### src/sv/masked_laplacian_stencil_assert.svh
// assertion macros for the masked laplacian stencil
`ifndef MASKED_LAPLACIAN_STENCIL_ASSERT_SVH
`define MASKED_LAPLACIAN_STENCIL_ASSERT_SVH

// same-cycle implication, sampled on clk, off while rst_n is low
`define MLS_ASSERT_IMPL(label, a, b) \
  label: assert property (@(posedge clk) disable iff (!rst_n) (a) |-> (b)) \
    else $error("mls assertion failed");

// next-cycle implication
`define MLS_ASSERT_NEXT(label, a, b) \
  label: assert property (@(posedge clk) disable iff (!rst_n) (a) |=> (b)) \
    else $error("mls assertion failed");

`endif

### src/sv/mls_pkg.sv
// shared types, constants and helpers for the masked laplacian stencil
`timescale 1ns / 1ps
`default_nettype none

package mls_pkg;

  localparam int MAX_EXTENT = 32;
  localparam int NUM_AXES   = 3;
  localparam int FRAC_BITS  = 16;

  localparam int COORD_W   = 5;
  localparam int SIZE_W    = 6;
  localparam int WEIGHT_W  = 32;
  localparam int VALUE_W   = 32;
  localparam int OUT_W     = 48;
  localparam int ADDR_W    = NUM_AXES * COORD_W;
  localparam int DEPTH     = 1 << ADDR_W;
  localparam int HALF_W    = WEIGHT_W / 2;
  localparam int DIFF_W    = VALUE_W + 3;
  localparam int PROD_W    = DIFF_W + HALF_W + 1;
  localparam int ACC_W     = DIFF_W + WEIGHT_W + 3;
  localparam int NUM_SLOTS = 2 * NUM_AXES + 1;
  localparam int SLOT_W    = $clog2(NUM_SLOTS);
  localparam int NUM_STEPS = 2 * NUM_AXES;
  localparam int STEP_W    = $clog2(NUM_STEPS);
  localparam int AXIS_W    = $clog2(NUM_AXES);

  localparam int CFG_IDX_W  = 3;
  localparam int CFG_DATA_W = 32;

  localparam logic [CFG_IDX_W-1:0] CFG_SIZE_X   = 3'd0;
  localparam logic [CFG_IDX_W-1:0] CFG_SIZE_Y   = 3'd1;
  localparam logic [CFG_IDX_W-1:0] CFG_SIZE_Z   = 3'd2;
  localparam logic [CFG_IDX_W-1:0] CFG_WEIGHT_X = 3'd3;
  localparam logic [CFG_IDX_W-1:0] CFG_WEIGHT_Y = 3'd4;
  localparam logic [CFG_IDX_W-1:0] CFG_WEIGHT_Z = 3'd5;

  localparam logic [SIZE_W-1:0]   SIZE_RESET   = SIZE_W'(MAX_EXTENT);
  localparam logic [WEIGHT_W-1:0] WEIGHT_RESET = WEIGHT_W'(1) << FRAC_BITS;

  localparam logic OP_LOAD  = 1'b0;
  localparam logic OP_QUERY = 1'b1;

  localparam logic signed [OUT_W-1:0] SAT_HIGH = {1'b0, {(OUT_W-1){1'b1}}};
  localparam logic signed [OUT_W-1:0] SAT_LOW  = {1'b1, {(OUT_W-1){1'b0}}};

  typedef struct packed {
    logic                      operation;
    logic [COORD_W-1:0]        coord_x;
    logic [COORD_W-1:0]        coord_y;
    logic [COORD_W-1:0]        coord_z;
    logic signed [VALUE_W-1:0] voxel_value;
    logic                      in_mask;
  } in_item_t;

  typedef struct packed {
    logic signed [OUT_W-1:0] laplacian;
    logic                    inside_res;
  } out_item_t;

  typedef struct packed {
    logic              capture;
    logic              clr_we;
    logic              wr_en;
    logic              rd_en;
    logic [SLOT_W-1:0] rd_slot;
    logic              mul_en;
    logic [STEP_W-1:0] mul_step;
    logic              fin_en;
  } dp_cmd_t;

  typedef struct packed {
    logic clr_last;
  } dp_status_t;

  // zero reads as one, anything above the grid limit as the limit
  function automatic logic [SIZE_W-1:0] eff_size(input logic [SIZE_W-1:0] r);
    logic [SIZE_W-1:0] s;
    if (r == '0) s = SIZE_W'(1);
    else if (r > SIZE_W'(MAX_EXTENT)) s = SIZE_W'(MAX_EXTENT);
    else s = r;
    return s;
  endfunction

endpackage

`default_nettype wire

### src/sv/mls_ctrl.sv
// controller state machine: clear sweep, load write, read slots, multiply steps
`timescale 1ns / 1ps
`default_nettype none

module mls_ctrl import mls_pkg::*; (
  input  wire logic       clk,
  input  wire logic       rst_n,
  input  wire logic       start,
  input  wire logic       in_op,
  input  wire dp_status_t status,
  output dp_cmd_t         cmd,
  output logic            busy
);

  localparam logic [2:0] ST_IDLE  = 3'd0;
  localparam logic [2:0] ST_CLEAR = 3'd1;
  localparam logic [2:0] ST_WRITE = 3'd2;
  localparam logic [2:0] ST_READ  = 3'd3;
  localparam logic [2:0] ST_DRAIN = 3'd4;
  localparam logic [2:0] ST_MUL   = 3'd5;
  localparam logic [2:0] ST_ACC   = 3'd6;
  localparam logic [2:0] ST_FIN   = 3'd7;

  logic [2:0]        state_r, state_nxt;
  logic [SLOT_W-1:0] slot_r, slot_nxt;
  logic [STEP_W-1:0] step_r, step_nxt;

  always_comb begin
    state_nxt = state_r;
    slot_nxt  = slot_r;
    step_nxt  = step_r;
    cmd       = '0;
    case (state_r)
      ST_CLEAR: begin
        cmd.clr_we = 1'b1;
        if (status.clr_last) state_nxt = ST_IDLE;
      end
      ST_IDLE: begin
        if (start) begin
          cmd.capture = 1'b1;
          slot_nxt    = '0;
          state_nxt   = (in_op == OP_QUERY) ? ST_READ : ST_WRITE;
        end
      end
      ST_WRITE: begin
        cmd.wr_en = 1'b1;
        state_nxt = ST_IDLE;
      end
      ST_READ: begin
        cmd.rd_en   = 1'b1;
        cmd.rd_slot = slot_r;
        if (slot_r == SLOT_W'(NUM_SLOTS - 1)) begin
          state_nxt = ST_DRAIN;
        end else begin
          slot_nxt = slot_r + SLOT_W'(1);
        end
      end
      ST_DRAIN: begin
        step_nxt  = '0;
        state_nxt = ST_MUL;
      end
      ST_MUL: begin
        cmd.mul_en   = 1'b1;
        cmd.mul_step = step_r;
        if (step_r == STEP_W'(NUM_STEPS - 1)) begin
          state_nxt = ST_ACC;
        end else begin
          step_nxt = step_r + STEP_W'(1);
        end
      end
      ST_ACC: begin
        state_nxt = ST_FIN;
      end
      ST_FIN: begin
        cmd.fin_en = 1'b1;
        state_nxt  = ST_IDLE;
      end
      default: begin
        state_nxt = ST_IDLE;
      end
    endcase
  end

  always_ff @(posedge clk) begin
    if (!rst_n) begin
      state_r <= ST_CLEAR;
      slot_r  <= '0;
      step_r  <= '0;
    end else begin
      state_r <= state_nxt;
      slot_r  <= slot_nxt;
      step_r  <= step_nxt;
    end
  end

  assign busy = (state_r != ST_IDLE);

endmodule

`default_nettype wire

### config.mk
export PLATFORM = sky130hd
export DESIGN_NAME = mls_ctrl
export DESIGN_NICKNAME = d
export VERILOG_FILES = /design/src/sv/masked_laplacian_stencil_assert.svh /design/src/sv/mls_pkg.sv /design/src/sv/mls_ctrl.sv
export SDC_FILE = /design/constraint.sdc
export NUM_CORES = 1
export LEC_CHECK = 0
export BUFFER_PORTS_ARGS = -buffer_cell sky130_fd_sc_hd__buf_2
export CORE_UTILIZATION = 44
export CTS_CLUSTER_DIAMETER = 40
export DETAILED_ROUTE_END_ITERATION = 7
export GPL_TIMING_DRIVEN = 0
export PLACE_DENSITY = 0.79
export SLEW_MARGIN = 40
export SYNTH_ARGS = -nofsm -noshare
export SYNTH_HDL_FRONTEND = slang
export SYNTH_SLANG_ARGS = --single-unit
export TNS_END_PERCENT = 50
### constraint.sdc
create_clock -name clk -period 1.2 [get_ports clk]
set_input_delay 0.06 -clock clk [delete_from_list [all_inputs] [get_ports clk]]
set_output_delay 0.06 -clock clk [all_outputs]
set_load 0.01 [all_outputs]
# [Yosys cells after proc, flatten, opt, wreduce, memory -nomap -nowiden]
# Index checks and enable logic that the tools add are counted.
[word_totals] ff_bits=9
[op_classes] muxes=18 eq_ne=15 n_reduce_logical=8 add_sub_neg=2
[op_table] op="two-way mux 3 bit" n=7
[op_table] op="one-hot mux 3 bit (7 select lines)" n=1
[op_table] op="equality test 3 bit, second input constant" n=6
[op_table] op="inequality test 2 bit, second input constant" n=6
[op_table] op="one-hot mux 3 bit (2 select lines)" n=2
[op_table] op="two-way mux 4 bit" n=2
[op_table] op="adder 3 x 1 -> 3 bit, second input constant" n=2
[op_table] op="equality test 3 x 2 -> 1 bit, second input constant" n=2
[op_table] op="two-way mux 1 bit" n=6
[op_table] op="AND reduction 4 bit" n=1
[op_table] op="nonzero test 2 bit" n=2
[op_table] op="equality test 3 x 1 -> 1 bit, second input constant" n=1
[op_table] op="logical NOT 3 bit" n=1
[op_table] op="AND reduction 3 bit" n=1
[op_table] op="nonzero test 3 bit" n=1
[op_table] op="AND reduction 2 bit" n=1
[op_table] op="OR reduction 2 bit" n=1

# [Longest topological paths before layout]
[depth] ltp_word=3 ltp_mapped=6 ltp_nobuf=6

# [Least setup slack after synthesis]
# No wires, ideal clock.
[synth_path] kind="flip-flop to flip-flop" start="reg state_r[0]" end="reg slot_r[1]" slack_ps=13 arrival_time_ps=1062 required_time_ps=1075 stages_incl_launch_ff=5 path_cell_list="dfxtp_1 -> buf_6 -> or3_4 -> o21ai_4 -> o32ai_2"
[synth_between] elab_chain_len=3
[synth_lines] item="from (decl)" line_no="mls_ctrl.sv:24" text="logic [2:0] state_r, state_nxt;"
[synth_lines] item="from (signal assigned)" line_no="mls_ctrl.sv:90" text="state_r <= state_nxt;"
[synth_lines] item="equality test 3 x 2 -> 1 bit or logical NOT 3 bit (tied branches)" line_no="mls_ctrl.sv:33" text="case (state_r)"
[synth_lines] item="inequality test 2 bit (no source line) or nonzero test 2 bit (tied branches)"
[synth_lines] item="AND reduction 3 bit (no source line)"
[synth_lines] item="to (signal assigned)" line_no="mls_ctrl.sv:91" text="slot_r <= slot_nxt;"
[synth_lines] item="to (decl)" line_no="mls_ctrl.sv:25" text="logic [SLOT_W-1:0] slot_r, slot_nxt;"
# Several ways; a longest one is shown, not always the timed one.
# A chain may end at the register's enable or synchronous reset.

==> flow_summary.toml <==
[status]
outcome = "finished with violations"
violations = "setup timing"

[cells_and_area]
syn_to_final_growth_pct = 38.15
nNetsFinal = 114
seqCellArea_sq_um = 187.7
layout-drive-gt1-share = 0.5288
multi_input_area_sq_um = 479.2
diodes = 0
final_cell_area_sq_um = 897.1
num-fill-cells = 103

[global_routing]
grt_util_met1 = 0.2222
grt_util_all_layers = 0.1950
grt.busiest_layer = "met2"
grt_antenna_before_repair = 0
grt_pass1_wl_um = 2180
grt_max_degree = 11
grt_overflow = 0
grt.met2_usage = 0.3690
grt_pass1_vias = 523
grtUsageMet3 = 0.03333

[synthesis]
ys_seq_area_frac = 0.2775
netlist_area_sq_um = 649.4
syn_nets = 88
dominantRegCellSynth = "dfxtp_1"
ys_async_sr_fraction = 0
syn_area_per_cell_sq_um = 8.220
synthDistinctLibCells = 36
yosys_warnings = 0
yosys_register_bits = 9
synth_edf_count = 0
syn_inst = 79

[floorplanning]
die_h_um = 40.42
die_w_um = 40.42
start_util = 0.4869
core.rowCount = 13
dieArea_sq_um = 1633
ios = 18
core_sq_um = 1334

[clocking]
clkTransAtPathRegs_ns = 0.08
h-tree-depth = 1
clk_root_buffer_cell = "clkbuf_4"
clock-sinks = 9
cts_made_buffers = 3
cts_tree = "yes"
clockBufferDepth = 2
clk_latency_ns = 0.26

[route]
wirelength_um = 1553
via_count = 679
drt-initial-drc-count = 7
detail-route-antenna-nets = 0
vias_per_cell = 5.706
wl_per_cell_um = 13.05
route.detailed.drc = 0
drtPass1Iterations = 4

[setup_path]
crit_fanout = 5
reg2reg_depth = 5
endpoint_kind = "primary output"
crit_path_frequent_cell = "buf_6"
r2r-start = "state_r[0]"
crit_type = "reg2out"
crit_required_ns = 1.14
reg2reg_slack_ns = -0.15
crit_chain = "buf_6 -> buf_4 -> and3b_2 -> and2_4 -> buf_6"
r2r_end = "slot_r[1]"
start_kind = "flop"
max_stage_delay_ns = 0.33
slowest_stage = "dfxtp_2"
arrival_ns = 1.30

[pwr]
p_leak_nw = 0.4007
peakVddDrop_mv = 0.7074
finalPower_mw = 1.249
p_per_area_nw_per_um2 = 1392

[place]
place_hpwl_um = 997.7
gp_congestion = 0.7140
io_buffers = 17
place_area_sq_um = 753.2

[hold_path]
min_path_cells = 3
min_from = "rst_n"
hp-class = "in2reg"
hold_path_end = "state_r[1]"

[run]
maxCapViolations = 0

[sta]
maxSlewHeadroom = 0.8321
worst_pin_slew_ns = 0.2515
setup_ws_ns = -0.1649
hold_violations = 0
timing.final.setup_violations = 16
min_period_ns = 1.365
finalMaxSlewViolations = 0
rsz0062_at_grt = "true"
fmax_mhz = 732.6
finClkSkew_ns = 0.01094
period_share = 1.137
[synthesized netlist by cell type (2+ instances only)]
master / instances / area [sq um]
nand2_1: 10 / 37.54
buf_6: 2 / 22.52
ha_1: 4 / 50.05
nor3_1: 2 / 10.01
and2_1: 5 / 31.28
a21oi_1: 6 / 30.03
nor2_1: 5 / 18.77
and3_1: 4 / 25.02
inv_1: 4 / 15.01
a31oi_1: 2 / 12.51
buf_4: 2 / 15.01
dfxtp_1: 9 / 180.2
[power breakdown]
group	leakage [nW]	internal [mW]	switching, mW
combinational	0.311	0.320	0.323
clock	0.0150	0.128	0.122
sequential	0.0752	0.334	0.0209
total	0.401	0.782	0.466
[state kept, by name, summed over array words and instances (netlist names)]
name     cells
slot_r       3
state_r      3
step_r       3
[worst max-delay path, delay by kind of cell (launching register included)]
family,cells,cell delay (ns)
flops,1,0.33
simple gates,2,0.37
buf+inv,3,0.34
[cells in the final DEF (no fill, tap or decap), types with 2 or more instances in the layout]
master    Yosys  layout
a21oi_1       6       5
a31oi_1       2       2
and2_1        5       3
and2_4        0       2
and3_1        4       4
buf_2         0      16
buf_4         2       6
buf_6         2       4
clkbuf_4      0       3
dfxtp_1       9       3
dfxtp_2       0       6
ha_1          4       2
ha_4          0       2
inv_1         4       2
inv_2         0       2
nand2_1      10      10
nor2_1        5       3
nor2_2        0       2
nor3_1        2       2
[routing by layer]
| layer | part of all wire | up-vias |
|---|---|---|
| met5 | 0 | - |
| met4 | 0.011 | 0 |
| met3 | 0.039 | 2 |
| met2 | 0.52 | 23 |
| met1 | 0.43 | 329 |
| li1 | - | 325 |
[through the flow]
| stage | setup slack, ns | hold WS [ns] | utilization | std cells | setup TNS, ns |
|---|---|---|---|---|---|
| finish | -0.1649 | 0.1079 | 0.6726 | 119 | -1.401 |
| global route | -0.2103 | 0.1234 | 0.6726 | 119 | -2.168 |
| CTS | -0.1903 | 0.1074 | 0.6332 | 119 | -1.476 |
| detailed placement | -0.08032 | 0.3762 | 0.5647 | 111 | -0.1732 |
| global placement | -0.05193 | 0.3654 | 0.5647 | 111 | -0.1078 |
| floorplan | 0.01340 | 0.1817 | - | 79 | 0 |
[area by class of cell]
cell class	instances	area share
Multi-Input combinational cell	61	0.5342
Sequential cell	9	0.2092
Timing Repair Buffer	22	0.1506
Buffer	4	0.03905
Clock buffer	4	0.02929
Tap cell	15	0.02092
Inverter	4	0.01674
[worst max path at each step]
stage,cells past startpoint,endpoint,start,slack (ns)
floorplan,4,slot_r[1],state_r[0],0.01
global placement,5,state_r[0],step_r[0],-0.05
detailed placement,5,state_r[0],step_r[0],-0.08
CTS,4,cmd[11],state_r[0],-0.19
global route,4,cmd[11],state_r[0],-0.21
finish,5,cmd[6],state_r[0],-0.16
[kinds of logic (layout without fill, tap and decap cells)]
logic type | count (synthesis) | count (layout) | share of synthesized area
AND/OR/NAND/NOR | 39 | 39 | 0.3449
AO/OA/AOI/OAI | 15 | 15 | 0.1696
flip-flops | 9 | 9 | 0.2775
buffers and inverters | 9 | 34 | 0.08668
adder cells (fa/ha/maj) | 4 | 4 | 0.07707
XOR/XNOR | 2 | 2 | 0.02698
multiplexers | 1 | 1 | 0.01734
[timing repair]
item,in CTS,in global routing
pin swaps,8,4
setup buffers,5,0
hold buffers,0,0
gates cloned,0,0
endpoints found under the setup margin,20,20
gates resized for setup,13,17
Note: power is estimated with default switching activity, not from simulation.
